$ cat config.mk
export PLATFORM = sky130hd
export DESIGN_NAME = mts_ctrl
export DESIGN_NICKNAME = d
export VERILOG_FILES = /design/src/mts_pkg.sv /design/src/mts_ctrl.sv
export SDC_FILE = /design/constraint.sdc
export NUM_CORES = 1
export LEC_CHECK = 0
export BUFFER_PORTS_ARGS = -buffer_cell sky130_fd_sc_hd__buf_2
export CORE_AREA = 2 2 39 41
export CTS_CLUSTER_SIZE = 10
export DETAILED_ROUTE_END_ITERATION = 8
export DIE_AREA = 0 0 41 43
export PLACE_DENSITY_LB_ADDON = 0.1
export SYNTH_ARGS = -nofsm -noshare
export SYNTH_HDL_FRONTEND = slang
export SYNTH_SLANG_ARGS = --single-unit
export TNS_END_PERCENT = 10
$ cat constraint.sdc
create_clock -name clk -period 1.7 [get_ports clk]
set_clock_uncertainty 0.1 [all_clocks]
set_input_delay 0.17 -clock clk [delete_from_list [all_inputs] [get_ports clk]]
set_output_delay 0.17 -clock clk [all_outputs]
set_load 0.03 [all_outputs]
$ cat src/mts_pkg.sv
`default_nettype none
// ----------------------------------------------------------------------------
// mts_pkg: shared types and constants for the min-tracking stack.
// Holds the word formats of both channels, the status and action codes,
// the controller states and the controller/datapath interface.
// ----------------------------------------------------------------------------
package mts_pkg;

  // Default number of stack entries.
  localparam int STACK_DEPTH = 256;

  // Minimum reported while the stack is empty.
  localparam logic signed [31:0] EMPTY_MIN = 32'sh7FFF_FFFF;

  // Action codes of a request word.
  localparam logic ACT_PUSH = 1'b0;
  localparam logic ACT_POP  = 1'b1;

  // Status codes of a response word.
  typedef enum logic [1:0] {
    ST_DONE      = 2'd0,
    ST_POP_EMPTY = 2'd1,
    ST_PUSH_FULL = 2'd2
  } status_t;

  // Request word.
  typedef struct packed {
    logic               action;
    logic signed [31:0] push_value;
  } req_word_t;

  // Response word.
  typedef struct packed {
    logic signed [31:0] top_value;
    logic [8:0]         entry_count;
    logic               is_empty;
    logic signed [31:0] min_value;
    logic [1:0]         status;
  } rsp_word_t;

  // One stack entry: its value and the minimum up to and including it.
  typedef struct packed {
    logic signed [31:0] val;
    logic signed [31:0] min;
  } entry_t;

  // Controller states.
  typedef enum logic [1:0] {
    S_IDLE,
    S_EXEC,
    S_FETCH,
    S_OUT
  } ctl_state_t;

  // Commands from the controller to the datapath.
  typedef struct packed {
    logic load;    // capture the request word
    logic exec;    // carry out the push or pop
    logic refill;  // load the top registers from the memory read data
  } dp_cmd_t;

  // Status from the datapath to the controller.
  typedef struct packed {
    logic need_fetch;  // the pop exposes an entry that must be read back
  } dp_status_t;

endpackage
`default_nettype wire

$ cat src/mts_ctrl.sv
`default_nettype none
// ----------------------------------------------------------------------------
// mts_ctrl: sequencer of the min-tracking stack.
// Takes one word at a time, runs the operation, refills the top entry
// after a pop when needed and holds the response until it is taken.
// ----------------------------------------------------------------------------
module mts_ctrl (
  input  wire logic                clk,
  input  wire logic                rst,
  input  wire logic                req_valid,
  output logic                     req_stall,
  output logic                     rsp_valid,
  input  wire logic                rsp_stall,
  output mts_pkg::dp_cmd_t         cmd,
  input  wire mts_pkg::dp_status_t stat
);

  mts_pkg::ctl_state_t state;
  mts_pkg::ctl_state_t state_next;

  // State register.
  always_ff @(posedge clk) begin
    if (rst) begin
      state <= mts_pkg::S_IDLE;
    end else begin
      state <= state_next;
    end
  end

  // Next state and commands.
  always_comb begin
    state_next = state;
    cmd        = '0;
    req_stall  = 1'b1;
    rsp_valid  = 1'b0;
    unique case (state)
      mts_pkg::S_IDLE: begin
        req_stall = 1'b0;
        if (req_valid) begin
          cmd.load   = 1'b1;
          state_next = mts_pkg::S_EXEC;
        end
      end
      mts_pkg::S_EXEC: begin
        cmd.exec   = 1'b1;
        state_next = stat.need_fetch ? mts_pkg::S_FETCH : mts_pkg::S_OUT;
      end
      mts_pkg::S_FETCH: begin
        cmd.refill = 1'b1;
        state_next = mts_pkg::S_OUT;
      end
      mts_pkg::S_OUT: begin
        rsp_valid = 1'b1;
        if (!rsp_stall) begin
          state_next = mts_pkg::S_IDLE;
        end
      end
      default: begin
        state_next = mts_pkg::S_IDLE;
      end
    endcase
  end

  // An accepted word is always followed by its execution step.
  a_load_exec: assert property (@(posedge clk) disable iff (rst)
    cmd.load |=> cmd.exec)
    else $error("accepted word was not executed");

  // A refill only follows an execution step.
  a_refill_after_exec: assert property (@(posedge clk) disable iff (rst)
    cmd.refill |-> $past(cmd.exec))
    else $error("refill without a preceding execution");

  // No new word is taken while a response is pending.
  a_no_overlap: assert property (@(posedge clk) disable iff (rst)
    rsp_valid |-> req_stall)
    else $error("request taken while response pending");

endmodule
`default_nettype wire
# After elaboration in Yosys (flattened, before gate mapping)
# Cells that the tools add are included.
dict set report word_totals {
  inputBits 5
  output_inout_bits 5
  word_cells 18
  regBits 2
}
dict set report op_classes {
  muxes 10
  n_reduce_logical 2
  n_eq_ne 5
}
# operator n
set ops {}
lappend ops {{$pmux W2 S4} 1}
lappend ops {{$mux W1} 7}
lappend ops {{$eq A2 B2 Y1 const B} 2}
lappend ops {{$mux W2} 2}
lappend ops {{$ne A2 B2 Y1 const B} 2}
lappend ops {{$eq A2 B1 Y1 const B} 1}
lappend ops {{$logic_not A2 Y1} 1}
lappend ops {{$reduce_and A2 Y1} 1}

# Depth between registers and ports, before layout
# Gate-level depths: netlist of the first run.
dict set report logic_depth {
  depth_word 3
  depth_mapped 5
  ltp_nobuf 5
}

# Worst setup path after synthesis of the first run
# No wires, ideal clock.
dict set report synth_path {
  path_type {register -> register}
  startpoint {reg state[0]}
  endpoint {reg state[0]}
  stages_incl_launch_ff 5
  period_less_slack_ps 1465
  arrival_time_ps 1233
  setup_ps 132
  setup_slack_ps 235
  required_time_ps 1468
  path_cell_list {dfxtp_1 > ha_1 > and2_1 > a2111oi_0 > nor3b_1}
}
dict set report synth_between {
  elab_chain_cells 3
  elab_cells_between_ends 8
  cone_classes {5 x eq/ne; 1 x mux; 2 x reduce/logical}
}
# element line
set synth_lines {}
lappend synth_lines {{from (decl)} mts_ctrl.sv:18} ;# mts_pkg::ctl_state_t state;
lappend synth_lines {{from (signal assigned)} mts_ctrl.sv:24} ;# state <= mts_pkg::S_IDLE;
lappend synth_lines {{from (signal assigned)} mts_ctrl.sv:26} ;# state <= state_next;
lappend synth_lines {{$eq A2 B2 Y1 / $logic_not A2 Y1 (equally long branches)} mts_ctrl.sv:36} ;# unique case (state)
lappend synth_lines {{$ne A2 B2 Y1 (no line)} -}
lappend synth_lines {{$reduce_and A2 Y1 (no line)} -}
# Several ways; a longest one is shown, not always the timed one.
# A chain may end at the register's enable or synchronous reset.

# Final worst setup path of the first run
# Ends and elaborated chain as after synthesis.

==> results by group, run 1 <==
STA
  – Hold Vio Cnt, Final: 0
  – Endpoints failing setup: 0
  – Tightest Pin Transition: 0.371 ns
  – Fin crit share: 91.4%
  – Tmin final: 1.55 ns
  – Worst slew margin: 75.2%
  – Hold WS: 0.0252 ns
  – Fmax: 0.644 GHz
  – Final Max Tran Viols: 0
  – Setup_tns: 0 ns
  – RSZ-0062 raised after global routing: false

Critical path
  – Cells along the critical path: inv_1 > ha_1 > nor2b_4 > a2111oi_1 > nor3b_1
  – Max stage delay on crit path: 0.40 ns
  – Worst-path fanout max: 4
  – Number of buffers and inverters on the critical path: 1
  – Reg-to-Reg Start: state[0]
  – Slowest cell on the critical path: a2111oi_1
  – Reg2Reg Capture Point: state[0]
  – Cell class contributing the biggest share of worst-path delay: compound AO/OA/AOI/OAI gates
  – Arr. time, crit path: 1.55 ns
  – Worst Setup End Kind: flip-flop
  – WS Path Type: reg -> reg
  – R2R cell count: 5
  – Worst Path Required: 1.69 ns
  – CP Depth: 5
  – CP Launch Point: state[0]
  – CP endpoint: state[0]
  – Setup crit start kind: flip-flop
  – Reg-to-reg slack, setup: 0.15 ns

Floorplanning
  – Row Count: 14
  – Die W: 41 µm
  – Placeable Area: 0.00138 mm²
  – Die area: 0.00176 mm²
  – Die H: 43 µm
  – IO Count: 10
  – Initial Utilization: 14.3%

Global routing
  – Grt peak-use layer: met2
  – Met2 Usage GRT: 9.06%
  – Met1 Use GR: 7.99%
  – Total gr overflow: 0
  – Global-route wire length before repair: 793 µm
  – Initial antenna violation count: 0
  – Largest net degree at the start of global routing: 5
  – Grt met3 use: 3.66%
  – Vias in the first global route: 201
  – Total GRT Usage: 7.31%

Drt
  – Routed WL per cell: 8.37 µm
  – Detailed Route Iter0 Violations: 1
  – Number of remaining DRC errors: 0
  – Vias per Instance: 3.75
  – Routed Wire Length: 427 µm
  – Detail Route Antenna Nets: 0
  – Via count: 191
  – Pre-Repair DR Iteration Count: 2

Final layout
  – Non-filler instance count after layout: 51
  – Most frequent cells in the layout: buf_2 (9), ha_1 (5), inv_1 (4), clkbuf_4 (3), dfxtp_1 (2)
  – N_diodes: 0
  – Area Growth Syn to Fin: 48.7%
  – Layout cell share with drive strength beyond 1: 42.9%
  – Top reg by flops: state
  – Max FFs per register: 2
  – Largest registers: state (2)
  – Most common cell after layout, fill and taps aside: buf_2
  – Nets: 47

Synth
  – FF+latch count, synth: 2
  – Mean Syn Cell Area: 8.99 µm²
  – Sequential area share after synthesis: 20.3%
  – Syn_nets: 32
  – Synth Cell Area: 198 µm²
  – Synth cell types: 14
  – Post-Syn Instances: 22
  – Warnings from Yosys: 0

Clocking
  – Clock latency on the worst-skew pair: 0.22 ns
  – CTS Buf Count: 3
  – Root Driver: clkbuf_4
  – Clk sinks: 2
  – TritonCTS clock tree: done
  – Clock slew at reported path FFs: 0.03 ns
  – CTS Buffer Depth: 2
  – CTS HTree Levels: 1
  – Post-CTS Setup Bufs: 0

Status
  – Status: finished, final reports clean

Place
  – Placed insts: 48
  – HPWL after DPL: 364 µm
  – Port Buffers: 9
  – Gpl congestion: 0.632

Worst hold path
  – Hold path cells: 2
  – Tightest Hold Check Type: in -> reg
  – Hold Startpoint: rst

Power
  – Pwr Total: 0.579 mW
  – Static Leak: 0.159 nW
  – Pwr dens: 1970 mW/mm²
  – Peak supply drop: 0.000482 V

Run
  – Max-cap violation count: 0
-- power breakdown --
part | total (mW) | switching (mW) | internal (mW)
combinational | 0.383 | 0.227 | 0.156
clock | 0.102 | 0.0246 | 0.0777
sequential | 0.0934 | 0.0230 | 0.0704
-- cell usage after synthesis, drive strengths merged --
master	count	share of area, %
nor3b	1	3.8
o31ai	1	3.8
ha	5	32
inv	4	7.6
a21oi	1	2.5
or3b	1	4.4
and2	2	7.0
nand2b	1	3.2
dfxtp	2	20
o21ai	1	2.5
nor2b	1	7.0
a2111oi	1	4.4
nor2	1	1.9
-- worst min-delay path by stage --
stage               end  slack (ns)
3_5_place_dp   state[1]        0.25
4_1_cts        state[1]        0.02
3_3_place_gp   state[1]        0.25
5_1_grt        state[1]        0.02
2_1_floorplan  state[1]        0.14
6_report       state[1]        0.03
-- kinds of logic (layout without fill, tap and decap cells) --
| group | after synthesis | count (layout) | synth area share (%) |
|---|---|---|---|
| AND/OR/NAND/NOR | 7 | 7 | 27.2 |
| adder cells (fa/ha/maj) | 5 | 5 | 31.6 |
| AO/OA/AOI/OAI | 4 | 4 | 13.3 |
| buffers and inverters | 4 | 17 | 7.59 |
| flip-flops | 2 | 2 | 20.3 |
-- metal layers --
| layer | share of wire [%] | up-vias |
|---|---|---|
| met4 | 0 | 0 |
| li1 | - | 99 |
| met1 | 36 | 88 |
| met3 | 7.5 | 0 |
| met5 | 0 | - |
| met2 | 56 | 4 |
-- through the flow --
step	setup slack [ns]	util [%]	cell area, µm²
after floorplan	0.235	-	198
after global placement	0.0890	19.5	270
after detailed placement	0.0754	19.5	270
after CTS	0.0681	21.2	293
after global routing	0.0130	21.2	294
final	0.146	21.2	294
-- repair_timing --
item                                    in CTS  in global routing
hold endpoints to repair                     0                  0
hold buffers                                 0                  0
endpoints found under the setup margin       0                  1
resized for setup                            0                  1
-- cell type report --
class | count | area, µm²
clock buffer | 3 | 22.5
multi-input combinational | 16 | 144
fill | 164 | 1090
timing repair buffer | 10 | 52.6
sequential | 2 | 40.0
tap | 16 | 20.0
inverter | 4 | 15.0
-- worst register-to-register path: cells and delay by family, from the launching register on --
family / cells / cell delay, ns
DFF: 1 / 0.36
and+or+nand+nor: 2 / 0.23
buffers and inverters: 1 / 0.11
AOI/OAI and AO/OA: 1 / 0.40
adders and majority gates: 1 / 0.23
Note: power is estimated with default switching activity, not from simulation.
==> run 2, diff against run 1 <==
- HOLD_SLACK_MARGIN: not set -> 0.12
==> run 2 against run 1 <==
  * Sequential power hardly changed
  * Setup slack stayed put
  * Register-to-register slack hardly changed
  * Critical endpoint unchanged
  * Clock-buffer cell count stayed put
  * Critical path type unchanged
==> results by group, run 2 (synthesis gave the netlist of run 1 again) <==
Status
  – Status: finished, final reports clean

Final layout
  – Largest registers: state (2)
  – Post-route cell area: 304 µm²
  – Most frequent cells in the layout: buf_2 (9), ha_1 (5), inv_1 (4), clkbuf_4 (3), dfxtp_1 (2)
  – Sequential Area: 40.0 µm²
  – Layout cell share with drive strength beyond 1: 41.7%
  – Area Growth Syn to Fin: 53.8%
  – Max FFs per register: 2
  – Top reg by flops: state
  – Non-filler instance count after layout: 52
  – Filler Cells Inserted: 163
  – N_diodes: 0
  – Multi-input logic area: 144 µm²
  – Nets: 48
  – Most common cell after layout, fill and taps aside: buf_2

STA
  – Fin crit share: 91.4%
  – Final Max Tran Viols: 0
  – RSZ-0062 raised after global routing: false
  – Tmin final: 1.55 ns
  – Setup_tns: 0 ns
  – Hold Vio Cnt, Final: 0
  – Worst slew margin: 75.2%
  – Final worst slack: 0.146 ns
  – Endpoints failing setup: 0
  – Fmax: 0.644 GHz
  – Tightest Pin Transition: 0.371 ns

Drt
  – Number of remaining DRC errors: 0
  – Vias per Instance: 3.71
  – Detail Route Antenna Nets: 0
  – Pre-Repair DR Iteration Count: 2
  – Routed WL per cell: 8.37 µm
  – Via count: 193
  – Detailed Route Iter0 Violations: 1
  – Routed Wire Length: 435 µm

Global routing
  – Vias in the first global route: 201
  – Grt met3 use: 3.66%
  – Total GRT Usage: 7.31%
  – Grt peak-use layer: met2
  – Largest net degree at the start of global routing: 5
  – Total gr overflow: 0
  – Met1 Use GR: 7.99%
  – Met2 Usage GRT: 9.06%
  – Global-route wire length before repair: 793 µm
  – Initial antenna violation count: 0

Clocking
  – CTS HTree Levels: 1
  – Clock latency on the worst-skew pair: 0.22 ns
  – CTS Buffer Depth: 2
  – Clk sinks: 2
  – Post-CTS Setup Bufs: 0
  – Clock slew at reported path FFs: 0.03 ns
  – TritonCTS clock tree: done
  – CTS Buf Count: 3
  – Root Driver: clkbuf_4

Critical path
  – Reg-to-reg slack, setup: 0.15 ns
  – Cell class contributing the biggest share of worst-path delay: compound AO/OA/AOI/OAI gates
  – Worst-path fanout max: 4
  – Cells along the critical path: inv_1 > ha_1 > nor2b_4 > a2111oi_1 > nor3b_1
  – Slowest cell on the critical path: a2111oi_1
  – R2R cell count: 5
  – Max stage delay on crit path: 0.40 ns
  – WS Path Type: reg -> reg
  – Setup crit start kind: flip-flop
  – Worst Path Required: 1.69 ns
  – Arr. time, crit path: 1.55 ns
  – Number of buffers and inverters on the critical path: 1
  – Worst Setup End Kind: flip-flop
  – Reg2Reg Capture Point: state[0]
  – Reg-to-Reg Start: state[0]

Worst hold path
  – Hold EP: state[0]
  – Hold Startpoint: stat
  – Hold path cells: 4
  – Tightest Hold Check Type: in -> reg

Place
  – Cell Area, Placed: 270 µm²
  – Gpl congestion: 0.632
  – Post-Place Setup Slack: 0.0754 ns
  – Port Buffers: 9
  – HPWL after DPL: 364 µm
  – Placed insts: 48

Floorplanning
  – Die area: 0.00176 mm²
  – Placeable Area: 0.00138 mm²
  – Die H: 43 µm
  – Initial Utilization: 14.3%
  – IO Count: 10
  – Row Count: 14
  – Die W: 41 µm

Power
  – Static Leak: 0.163 nW
  – Peak supply drop: 0.000482 V
  – Pwr dens: 1910 mW/mm²
  – Pwr Total: 0.580 mW

Run
  – Max-cap violation count: 0
-- run 2: cell types whose count changed in the layout (fill, tap and decap cells not counted) --
cell / previous run / this run
dlygate4sd3_1: 0 / 1
-- run 2: stage by stage --
| step | utilization [%] | hold slack (ns) |
|---|---|---|
| final | 22.0 | 0.263 |
| after floorplan | - | 0.139 |
| after CTS | 21.9 | 0.269 |
| after global placement | 19.5 | 0.246 |
| after detailed placement | 19.5 | 0.254 |
| after global routing | 22.0 | 0.304 |
-- run 2: routing by layer --
layer | routed length, µm | vias up
met3 | 31 | 0
met4 | 0 | 0
li1 | - | 101
met1 | 161 | 88
met2 | 241 | 4
met5 | 0 | -
-- run 2: cell type report --
type	instances	share of cell area (%)
multi-input combinational	16	47.3
timing repair buffer	11	20.6
sequential	2	13.2
clock buffer	3	7.41
tap	16	6.58
inverter	4	4.94
-- run 2: worst max path at each step --
stage | from | end | depth (start not counted)
5_1_grt | state[0] | state[0] | 5
4_1_cts | state[0] | state[0] | 5
3_5_place_dp | state[0] | state[0] | 5
6_report | state[0] | state[0] | 5
2_1_floorplan | state[0] | state[0] | 4
3_3_place_gp | state[0] | state[0] | 5
-- run 2: timing repair --
item                                   CTS  global route
setup endpoints to repair                0             1
gates resized for setup                  0             1
endpoints found under the hold margin    2             0
hold buffers                             1             0
-- run 2: power by group --
part | leakage (nW) | internal [mW] | switching [mW]
clock network | 0.0138 | 0.0777 | 0.0246
logic | 0.133 | 0.158 | 0.227
registers | 0.0166 | 0.0704 | 0.0230
-- run 2: tightest hold or removal path: cells and delay by family --
kind	cells	cell delay, ns
and+or+nand+nor	1	0.15
buffers and inverters	2	0.14
AOI/OAI and AO/OA	1	0.07
